File: src/hw/rtl/baatan2_pkg.sv
// shared types, constants and the tangent table of the binary angle block
package baatan2_pkg;

	localparam int MAG_W         = 24;
	localparam int SCALE_W       = 7;
	localparam int PROD_W        = MAG_W + SCALE_W;
	localparam int DVD_W         = 30;
	localparam int DIV_STEPS     = DVD_W;
	localparam int CNT_W         = $clog2(DIV_STEPS);
	localparam int TABLE_ENTRIES = 64;
	localparam int IDX_W         = $clog2(TABLE_ENTRIES);
	localparam int BIT_W         = $clog2(IDX_W);
	localparam int TAB_W         = 13;
	localparam int ANGLE_W       = 8;

	localparam logic [SCALE_W-1:0] RATIO_SCALE = 7'd127;

	localparam logic [ANGLE_W-1:0] ANGLE_POS_COS = 8'd0;
	localparam logic [ANGLE_W-1:0] ANGLE_POS_SIN = 8'd63;
	localparam logic [ANGLE_W-1:0] ANGLE_NEG_COS = 8'd127;
	localparam logic [ANGLE_W-1:0] ANGLE_NEG_SIN = 8'd191;

	typedef enum logic [1:0] {
		ST_IDLE,
		ST_DIVIDE,
		ST_SEARCH,
		ST_HOLD
	} state_t;

	typedef struct packed {
		logic start;
		logic div_step;
		logic srch_step;
		logic load_out;
	} dp_cmd_t;

	typedef struct packed {
		logic special;
		logic div_last;
		logic srch_last;
	} dp_stat_t;

	// tangent thresholds, one per angle step of the first quadrant
	function automatic logic [TAB_W-1:0] tan_step(input logic [IDX_W-1:0] idx);
		logic [TAB_W-1:0] v;
		unique case (idx)
			6'd0:  v = 13'd0;    6'd1:  v = 13'd3;    6'd2:  v = 13'd6;    6'd3:  v = 13'd9;
			6'd4:  v = 13'd12;   6'd5:  v = 13'd15;   6'd6:  v = 13'd18;   6'd7:  v = 13'd22;
			6'd8:  v = 13'd25;   6'd9:  v = 13'd28;   6'd10: v = 13'd31;   6'd11: v = 13'd35;
			6'd12: v = 13'd38;   6'd13: v = 13'd41;   6'd14: v = 13'd45;   6'd15: v = 13'd48;
			6'd16: v = 13'd52;   6'd17: v = 13'd56;   6'd18: v = 13'd60;   6'd19: v = 13'd63;
			6'd20: v = 13'd67;   6'd21: v = 13'd71;   6'd22: v = 13'd76;   6'd23: v = 13'd80;
			6'd24: v = 13'd84;   6'd25: v = 13'd89;   6'd26: v = 13'd94;   6'd27: v = 13'd99;
			6'd28: v = 13'd104;  6'd29: v = 13'd109;  6'd30: v = 13'd115;  6'd31: v = 13'd120;
			6'd32: v = 13'd126;  6'd33: v = 13'd133;  6'd34: v = 13'd140;  6'd35: v = 13'd147;
			6'd36: v = 13'd154;  6'd37: v = 13'd162;  6'd38: v = 13'd171;  6'd39: v = 13'd180;
			6'd40: v = 13'd190;  6'd41: v = 13'd200;  6'd42: v = 13'd211;  6'd43: v = 13'd224;
			6'd44: v = 13'd237;  6'd45: v = 13'd252;  6'd46: v = 13'd268;  6'd47: v = 13'd286;
			6'd48: v = 13'd306;  6'd49: v = 13'd329;  6'd50: v = 13'd354;  6'd51: v = 13'd384;
			6'd52: v = 13'd418;  6'd53: v = 13'd458;  6'd54: v = 13'd507;  6'd55: v = 13'd565;
			6'd56: v = 13'd638;  6'd57: v = 13'd731;  6'd58: v = 13'd856;  6'd59: v = 13'd1029;
			6'd60: v = 13'd1289; 6'd61: v = 13'd1721; 6'd62: v = 13'd2585; 6'd63: v = 13'd5173;
			default: v = 13'd0;
		endcase
		return v;
	endfunction

endpackage

File: src/hw/rtl/baatan2_dp.sv
// datapath: sign split, scaled restoring divider, table search and output register
module baatan2_dp
	import baatan2_pkg::*;
(
	input  logic                      clk,
	input  logic signed [MAG_W-1:0]   sine_part,
	input  logic signed [MAG_W-1:0]   cosine_part,
	input  dp_cmd_t                   cmd,
	output dp_stat_t                  stat,
	output logic        [ANGLE_W-1:0] angle
);

	logic               sneg, cneg;
	logic [MAG_W-1:0]   s_raw, c_raw, smag, cmag, num, den;
	logic [1:0]         quad;
	logic [PROD_W-1:0]  scaled;
	logic               s_zero, c_zero;
	logic [ANGLE_W-1:0] spec_angle;

	logic [1:0]         quad_q;
	logic               special_q;
	logic [ANGLE_W-1:0] spec_q;
	logic [DVD_W-1:0]   dvd_q;
	logic [MAG_W-1:0]   rem_q;
	logic [MAG_W-1:0]   den_q;
	logic [CNT_W-1:0]   cnt_q;
	logic [IDX_W-1:0]   idx_q;
	logic [BIT_W-1:0]   bit_q;
	logic [ANGLE_W-1:0] angle_q;

	logic [MAG_W:0]     shifted, trial;
	logic               q_bit;
	logic [MAG_W-1:0]   rem_next;
	logic [IDX_W-1:0]   try_idx;
	logic               try_ok;

	// sign split, quadrant and operand selection
	always_comb begin
		s_raw  = sine_part;
		c_raw  = cosine_part;
		sneg   = s_raw[MAG_W-1];
		cneg   = c_raw[MAG_W-1];
		smag   = sneg ? (~s_raw + 1'b1) : s_raw;
		cmag   = cneg ? (~c_raw + 1'b1) : c_raw;
		s_zero = (s_raw == '0);
		c_zero = (c_raw == '0);
		quad   = {sneg, sneg ^ cneg};
		num    = quad[0] ? cmag : smag;
		den    = quad[0] ? smag : cmag;
		scaled = PROD_W'(num) * PROD_W'(RATIO_SCALE);
	end

	// fixed angles on the axes
	always_comb begin
		if (c_zero) begin
			if (s_zero) begin
				spec_angle = ANGLE_POS_COS;
			end else begin
				spec_angle = sneg ? ANGLE_NEG_SIN : ANGLE_POS_SIN;
			end
		end else begin
			spec_angle = cneg ? ANGLE_NEG_COS : ANGLE_POS_COS;
		end
	end

	// one restoring divide step
	always_comb begin
		shifted  = {rem_q, dvd_q[DVD_W-1]};
		trial    = shifted - {1'b0, den_q};
		q_bit    = !trial[MAG_W];
		rem_next = q_bit ? trial[MAG_W-1:0] : shifted[MAG_W-1:0];
	end

	// one binary search step over the monotonic table
	always_comb begin
		try_idx = idx_q | (IDX_W'(1) << bit_q);
		try_ok  = ({{(DVD_W-TAB_W){1'b0}}, tan_step(try_idx)} <= dvd_q);
	end

	// working registers
	always_ff @(posedge clk) begin
		if (cmd.start) begin
			quad_q    <= quad;
			special_q <= s_zero || c_zero;
			spec_q    <= spec_angle;
			dvd_q     <= scaled[DVD_W-1:0];
			rem_q     <= '0;
			den_q     <= den;
			cnt_q     <= '0;
			idx_q     <= '0;
			bit_q     <= BIT_W'(IDX_W - 1);
		end else if (cmd.div_step) begin
			dvd_q <= {dvd_q[DVD_W-2:0], q_bit};
			rem_q <= rem_next;
			cnt_q <= cnt_q + 1'b1;
		end else if (cmd.srch_step) begin
			if (try_ok) begin
				idx_q <= try_idx;
			end
			bit_q <= bit_q - 1'b1;
		end
	end

	// output register
	always_ff @(posedge clk) begin
		if (cmd.load_out) begin
			angle_q <= special_q ? spec_q : {quad_q, idx_q};
		end
	end

	assign stat.special   = s_zero || c_zero;
	assign stat.div_last  = (cnt_q == CNT_W'(DIV_STEPS - 1));
	assign stat.srch_last = (bit_q == '0);
	assign angle          = angle_q;

endmodule

File: src/hw/rtl/baatan2_ctrl.sv
// controller: sequencing of divide and search, handshakes of both channels
module baatan2_ctrl
	import baatan2_pkg::*;
(
	input  logic     clk,
	input  logic     arst_n,
	input  logic     in_valid,
	output logic     in_stall,
	output logic     out_valid,
	input  logic     out_stall,
	input  dp_stat_t stat,
	output dp_cmd_t  cmd
);

	state_t state_q, state_d;
	logic   out_valid_q;
	logic   accept;
	logic   out_free;

	assign in_stall = (state_q != ST_IDLE);
	assign accept   = in_valid && !in_stall;
	assign out_free = !out_valid_q || !out_stall;

	// next state
	always_comb begin
		state_d = state_q;
		unique case (state_q)
			ST_IDLE: begin
				if (accept) begin
					state_d = stat.special ? ST_HOLD : ST_DIVIDE;
				end
			end
			ST_DIVIDE: begin
				if (stat.div_last) begin
					state_d = ST_SEARCH;
				end
			end
			ST_SEARCH: begin
				if (stat.srch_last) begin
					state_d = ST_HOLD;
				end
			end
			ST_HOLD: begin
				if (out_free) begin
					state_d = ST_IDLE;
				end
			end
			default: state_d = ST_IDLE;
		endcase
	end

	// datapath commands
	always_comb begin
		cmd.start     = accept;
		cmd.div_step  = (state_q == ST_DIVIDE);
		cmd.srch_step = (state_q == ST_SEARCH);
		cmd.load_out  = (state_q == ST_HOLD) && out_free;
	end

	// state and output valid registers
	always_ff @(posedge clk or negedge arst_n) begin
		if (!arst_n) begin
			state_q     <= ST_IDLE;
			out_valid_q <= 1'b0;
		end else begin
			state_q <= state_d;
			if (cmd.load_out) begin
				out_valid_q <= 1'b1;
			end else if (!out_stall) begin
				out_valid_q <= 1'b0;
			end
		end
	end

	assign out_valid = out_valid_q;

endmodule

File: src/hw/rtl/binary_angle_atan2.sv
// Four-quadrant arctangent returning an 8-bit binary angle (256 steps per
// turn, quadrant in the top two bits). One transaction is worked on at a
// time: an off-axis input passes from acceptance to the result register
// through the 30-step restoring divider (one quotient bit a cycle), then
// a 6-step binary search of the tangent table and the load of the result
// register; an input on an axis goes straight to the load of the result
// register. The next input is taken in the cycle after the result is
// loaded, and the load waits while a stalled result still holds the output.
// A new input is taken once the controller is back in idle, even while the
// previous result still waits at the output.
module binary_angle_atan2
	import baatan2_pkg::*;
(
	input  logic                      clk,
	input  logic                      arst_n,
	input  logic                      in_valid,
	output logic                      in_stall,
	input  logic signed [MAG_W-1:0]   sine_part,
	input  logic signed [MAG_W-1:0]   cosine_part,
	output logic                      out_valid,
	input  logic                      out_stall,
	output logic        [ANGLE_W-1:0] angle
);

	dp_cmd_t  cmd;
	dp_stat_t stat;

	// sequencing
	baatan2_ctrl u_ctrl (
		.clk       (clk),
		.arst_n    (arst_n),
		.in_valid  (in_valid),
		.in_stall  (in_stall),
		.out_valid (out_valid),
		.out_stall (out_stall),
		.stat      (stat),
		.cmd       (cmd)
	);

	// arithmetic
	baatan2_dp u_dp (
		.clk         (clk),
		.sine_part   (sine_part),
		.cosine_part (cosine_part),
		.cmd         (cmd),
		.stat        (stat),
		.angle       (angle)
	);

endmodule

File: config.mk
export PLATFORM = sky130hd
export DESIGN_NAME = binary_angle_atan2
export DESIGN_NICKNAME = d
export VERILOG_FILES = /design/src/hw/rtl/baatan2_pkg.sv /design/src/hw/rtl/baatan2_dp.sv /design/src/hw/rtl/baatan2_ctrl.sv /design/src/hw/rtl/binary_angle_atan2.sv
export SDC_FILE = /design/constraint.sdc
export NUM_CORES = 1
export LEC_CHECK = 0
export BUFFER_PORTS_ARGS = -buffer_cell sky130_fd_sc_hd__clkbuf_2
export CELL_PAD_IN_SITES_DETAIL_PLACEMENT = 0
export CELL_PAD_IN_SITES_GLOBAL_PLACEMENT = 1
export CORE_ASPECT_RATIO = 0.9
export CORE_MARGIN = 4
export CORE_UTILIZATION = 53
export DETAILED_ROUTE_END_ITERATION = 7
export PLACE_DENSITY_LB_ADDON = 0.1
export SLEW_MARGIN = 10
export SYNTH_ARGS = -nofsm -noshare
export SYNTH_HDL_FRONTEND = slang
export SYNTH_SLANG_ARGS = --single-unit
File: constraint.sdc
create_clock -name clk -period 7 [get_ports clk]
set_input_delay 1.4 -clock clk [delete_from_list [all_inputs] [get_ports clk]]
set_output_delay 1.4 -clock clk [all_outputs]
set_load 0.02 [all_outputs]
==> results of run 1 <==
-- sequential cells by signal, summed over array words and instances (netlist names), 3 cells and up --
signal,flops
u_dp.rem_q,24
u_dp.den_q,24
u_dp.dvd_q,30
u_dp.spec_q,3
u_dp.idx_q,6
u_dp.angle,8
u_dp.bit_q,3
u_dp.cnt_q,5
-- how the worst min path moves through the flow --
stage / startpoint / endpoint / slack (ns)
floorplan: u_dp.rem_q[2] / u_dp.rem_q[3] / 0.46
global placement: u_dp.rem_q[2] / u_dp.rem_q[3] / 0.49
detailed placement: u_dp.rem_q[3] / u_dp.rem_q[4] / 0.49
CTS: u_dp.rem_q[3] / u_dp.rem_q[4] / 0.50
global route: u_dp.cnt_q[4] / u_dp.cnt_q[4] / 0.55
finish: u_dp.rem_q[3] / u_dp.rem_q[4] / 0.50
-- logic make-up (layout without fill, tap and decap cells) --
logic type	count (synthesis)	count (layout)	share of synthesized area [%]
adders and majority gates	197	197	23.3
AOI/OAI and AO/OA	413	413	20.0
and+or+nand+nor	374	374	13.9
DFF	109	109	22.3
muxes	52	52	5.16
xor gates and xnor gates	113	113	7.82
buffers and inverters	252	511	7.44
-- cell usage in the layout, fill, tap and decap left out, drive strengths merged, types with 5 or more instances in the layout --
cell	Yosys	final
buf	15	241
inv	191	194
o21ai	128	128
nand2	115	115
ha	112	112
nor2	105	105
a21oi	105	105
fa	75	75
clkbuf	43	70
edfxtp	68	68
xnor2	65	65
xor2	48	48
a21o	38	38
dfxtp	38	38
nor3	36	36
mux2i	35	35
nand3	25	25
a211oi	22	22
o211ai	19	19
nand4	17	17
a31oi	15	15
o31ai	15	15
or3	14	14
and3	13	13
mux4	11	11
nor4	11	11
maj3	10	10
o21a	10	10
nand2b	8	8
nor2b	8	8
a221oi	7	7
mux2	6	6
o21bai	5	5
o22ai	5	5
clkinv	3	5
-- stage by stage --
step | utilization, % | hold WS [ns] | instances
floorplan | - | 0.462 | 1510
global placement | 64.5 | 0.490 | 2041
detailed placement | 64.5 | 0.492 | 2041
CTS | 66.7 | 0.504 | 2066
global route | 67.8 | 0.547 | 2071
finish | 67.8 | 0.497 | 2071
-- area by class of cell --
| cell class | count | area (sq um) |
|---|---|---|
| multi-input cells | 1149 | 9590 |
| repair buffers | 301 | 2170 |
| well taps | 302 | 378 |
| inverters | 194 | 733 |
| flip-flops and latches | 109 | 2880 |
| clock buffers | 10 | 229 |
| clock inverters | 6 | 81.3 |
| fillers | 1958 | 7620 |
-- metal layers --
metal | vias up | global-route usage (%)
met5 | - | 0
met4 | 0 | 6.06
met3 | 37 | 4.54
met2 | 254 | 43.2
met1 | 5696 | 36.0
li1 | 5825 | -
-- tightest hold or removal path, delay by kind of cell, from the launching register on --
| family | cells | cell delay [ns] |
|---|---|---|
| AOI/OAI and AO/OA | 1 | 0.07 |
| and+or+nand+nor | 1 | 0.06 |
| DFF | 1 | 0.33 |
-- timing repair --
action,CTS,global route
hold buffers,0,0
endpoints found under the setup margin,11,13
pin swaps,44,17
resized for setup,30,44
setup buffers,9,5
==> flow_summary.toml, run 1 <==
[timing]
skew_ns = 0.00914
tightest_slew_ns = 1.20
finalSetupViolations = 3
rsz0062_at_grt = "true"
final.min_clock_period_ns = 7.07
slew_viol_final = 0
finalSetupTns_ns = -0.149
maxSlewHeadroom_pct = 19.7
timing.fmax_mhz = 142
min_period_over_period_pct = 101
finalHoldViolCount = 0
worst_slack_ns = -0.0671

[worst_setup_path]
cp_max_fo = 3
path_cells = "buf_6 > or4_4 > nor4_4 > buf_4 > nand2_4 > buf_6 > xor2_2 > mux4_2 > clkinv_4 > buf_6 > xnor2_2 > ha_1 > inv_2 > fa_1 > fa_1 > fa_1 > inv_2 > ha_4 > a21o_1 > a21o_1 > a21o_1 > a221o_1 > a2111oi_0 > nand3b_1"
r2r-start = "u_dp.bit_q[1]"
cpLargestDelayFamily = "adder cells"
endpoint_kind = "flip-flop"
startpoint_type = "primary input"
r2r_end = "u_dp.idx_q[5]"
reg2reg_depth = 18
slowest_stage = "or4_4"
crit_buf_inv = 7
critPathKind = "in -> reg"
r2r_setup_slack_ns = 1.79
cp_data_arrival_time_ns = 7.30
slowest_delay_ns = 0.55
required_ns = 7.23
crit_cells = 24
crit_end = "u_dp.dvd_q[22]"
cp-startpoint = "cosine_part[10]"

[synthesis]
yosys-top-cells-count = "inv_1 (190), o21ai_0 (126), nand2_1 (114), ha_1 (112)"
yosys_warnings = 0
synth_edf_count = 68
synthCells = 1510
async_reset_ff_share_pct = 2.75
synth_area_sq_mm = 0.0129
yosys_register_bits = 109
yosysMostFrequentCell = "inv_1"
synth_cell_type_count = 83
yosys_most_used_dff = "edfxtp_1"
syn_nets = 1749
yosysTopAreaCell = "edfxtp_1"
synth_area_leaders = "edfxtp_1 (16%), fa_1 (12%), ha_1 (11%), dfxtp_1 (5.9%), inv_1 (5.5%)"
synth.top_cell.area_share_pct = 15.8
synth_seq_area_share_pct = 22.3
syn_area_per_cell_sq_um = 8.54

[drt]
drc = 0
wl_met2_um = 16500
detail_route.wl_per_cell_um = 16.7
dr_wl_met3_um = 1790
m1WireLength_um = 15700
vias = 11812
top_layer_used = "met4"
routed_wl_um = 34600
first_pass_iters = 6
drtAntennaViolNets = 0
viasPerCell = 5.70
dr.first_iter.drc_count = 830

[cells_and_area]
n_antenna_cell = 0
fin_area_sq_mm = 0.0161
drive_gt1_share_pct = 24.4
nets = 2003
area_growth_pct = 24.5

[floorplan]
rows = 53
start_util_pct = 54.5
core_sq_mm = 0.0237
die_y_um = 156
ioPinCount = 62
die-area_sq_mm = 0.0269
die_w_um = 172

[global_routing]
grt.overflow.total = 0
grt_max_degree = 81
grt_pass1_vias = 11790
antenna_found_initial = 0
grt_pass1_wl_um = 57300
grtUsageTotal_pct = 26.1

[clocking]
cts_sinks = 109
clk_path_buf_depth = 2
cts_root_buf = "clkbuf_16"
clk_pin_slew_ns = 0.08
worst_skew_pair.late_latency_ns = 0.36
tritoncts = "built"
h-tree-depth = 3
cts_buffers = 9

[placed_design]
gp_congestion = 0.928
preCtsSetupSlack_ns = -0.688
io_buffers = 61
placed_area_sq_mm = 0.0153
dp_hpwl_um = 27700

[worst_hold_path]
hp-class = "reg -> reg"
worst_hold_path.num_cells = 2

[job]
maxCapViolations = 0

[run_status]
violations = "setup timing"
status = "finished with violations"
Power of run 1 is left out: the tool's default activity adds up to more than one toggle a clock period on the data nets, which glitch-free logic cannot reach.
==> inputs of run 2 (changes only) <==
CORE_UTILIZATION = 33   (was 53)
==> run 2 against run 1 <==
The flow now finishes without violations. Routed wire length increased by 10%. Hold slack better by 0.0066 ns. Clock-buffer cell count down 1. Critical path depth increased by 1. Fmax grew 0.98%. Final area rose by 4.8%. Setup slack gained 0.069 ns. Cell count up 13%. First-iteration DRC count shrank 16%. Clock skew increased by 0.0076 ns. Non-clock buffer count increased by 47. Sequential share of layout area fell by 0.83 points.
==> flow_summary.toml, run 2 (synthesized netlist as in run 1, its figures left out) <==
[placed_design]
dp_hpwl_um = 30700
dp_cells = 2306
gp_congestion = 0.859
io_buffers = 61

[floorplan]
start_util_pct = 33.5
die-area_sq_mm = 0.0423
core_sq_mm = 0.0385
ioPinCount = 62
die_w_um = 216
die_y_um = 196
rows = 68

[global_routing]
grtUsageTotal_pct = 17.9
use_met1_pct = 26.9
antenna_found_initial = 2
grt_pass1_wl_um = 61500
grt_pass1_vias = 11401
grt.busiest_layer = "met2"
grt.overflow.total = 0
grt_max_degree = 82
met3_usage_pct = 1.60
groute.layer.met2.usage_pct = 28.8

[clocking]
clk_pin_slew_ns = 0.09
clk_path_buf_depth = 2
tritoncts = "built"
hold_buffers = 0
cts_root_buf = "clkbuf_16"
worst_skew_pair.late_latency_ns = 0.37
h-tree-depth = 3
cts_buffers = 9
cts_sinks = 109

[cells_and_area]
nets = 2050
ff_latch_area_sq_mm = 0.00288
largest_reg_flops = 30
n_antenna_cell = 0
fillCellCount = 3911
fin_cells = 2341
layout_commonest_cell = "buf_4"
final_cell_mix = "buf_4 (275), inv_1 (181), o21ai_0 (113), nand2_1 (112), nor2_1 (101)"
area_growth_pct = 30.5
largest-register = "u_dp.dvd_q"
reg_top3 = "u_dp.dvd_q (30), u_dp.den_q (24), u_dp.rem_q (24)"
drive_gt1_share_pct = 27.3
multi_input_area_sq_mm = 0.00969

[worst_setup_path]
cp_data_arrival_time_ns = 7.10
slowest_stage = "mux4_2"
reg2reg_depth = 19
r2r_setup_slack_ns = 2.34
cpLargestDelayFamily = "adder cells"
startpoint_type = "primary input"
required_ns = 7.10
slowest_delay_ns = 0.58
crit_cells = 25
endpoint_kind = "flip-flop"
critPathKind = "in -> reg"
crit_buf_inv = 7
cp_max_fo = 4

[drt]
first_pass_iters = 5
vias = 11710
detail_route.wl_per_cell_um = 16.2
dr.first_iter.drc_count = 701
routed_wl_um = 38000
drc = 0
drtAntennaViolNets = 0
viasPerCell = 5.00

[run_status]
status = "completed"

[timing]
holdWs_ns = 0.504
finalSetupTns_ns = 0
timing.fmax_mhz = 143
skew_ns = 0.0168
finalSetupViolations = 0
rsz0062_at_grt = "true"
tightest_slew_ns = 1.15
finalHoldViolCount = 0
maxSlewHeadroom_pct = 23.0
slew_viol_final = 0
min_period_over_period_pct = 100
final.min_clock_period_ns = 7.00

[worst_hold_path]
hp-class = "reg -> reg"
worst_hold_path.num_cells = 2

[job]
maxCapViolations = 0
==> run 2: cell types whose count changed in the layout (fill, tap and decap cells not counted), moves of 5 or more <==
cell,before,now
ha_1,102,94
ha_2,0,5
buf_4,234,275
buf_6,3,10
==> run 2: final cells by class <==
cell class              instances  area share, %
well taps                     525           3.90
multi-input cells            1149           57.6
repair buffers                348           15.1
inverters                     194           4.36
flip-flops and latches        109           17.1
clock inverters                 7          0.654
clock buffers                   9           1.34
==> run 2: layer usage <==
metal  up-vias  share of wire, %
met3        11               2.8
met1      5620                51
met4         0              0.58
li1       5929                 -
met2       150                46
met5         -                 0
==> run 2: per-stage QoR <==
stage                     cell area [sq um]  util, %  worst slack [ns]
final                                 16800     43.8           0.00147
after global routing                  16800     43.8            -0.219
after CTS                             16300     42.4          -0.00889
after detailed placement              15800     41.2            -0.687
after global placement                15800     41.2            -0.611
after floorplan                       13100        -            -0.213
==> run 2: worst reg2reg max path, cell delays in order, from the launching register on <==
cell,delay (ns)
dfxtp_1,0.41
inv_1,0.11
ha_1,0.25
a21oi_1,0.50
inv_1,0.28
ha_1,0.35
inv_1,0.24
ha_1,0.31
nand2_1,0.07
a32oi_1,0.08
o311ai_0,0.14
nand2_1,0.16
ha_1,0.33
o21a_1,0.12
o21a_1,0.10
o21ai_0,0.07
nand2b_1,0.08
a21oi_1,0.07
o21ai_0,0.68
a21oi_1,0.15
==> run 2: repair_timing <==
action                     CTS  global route
buffers inserted             6            14
pin swaps                   13            46
setup endpoints to repair   10            14
resized for setup           14            92
==> run 2: path summary, 6_finish.rpt <==
check,startpoint,endpoint
hold reg to reg,u_dp.rem_q[3],u_dp.rem_q[4]
setup / recovery,cosine_part[7],u_dp.dvd_q[27]
setup reg to reg,u_dp.bit_q[0],u_dp.idx_q[1]
hold / removal,u_dp.rem_q[3],u_dp.rem_q[4]
min in group asynchronous,arst_n,u_ctrl.state_q[0]
max in group asynchronous,arst_n,u_ctrl.out_valid
Power of run 2 is left out for the same reason.
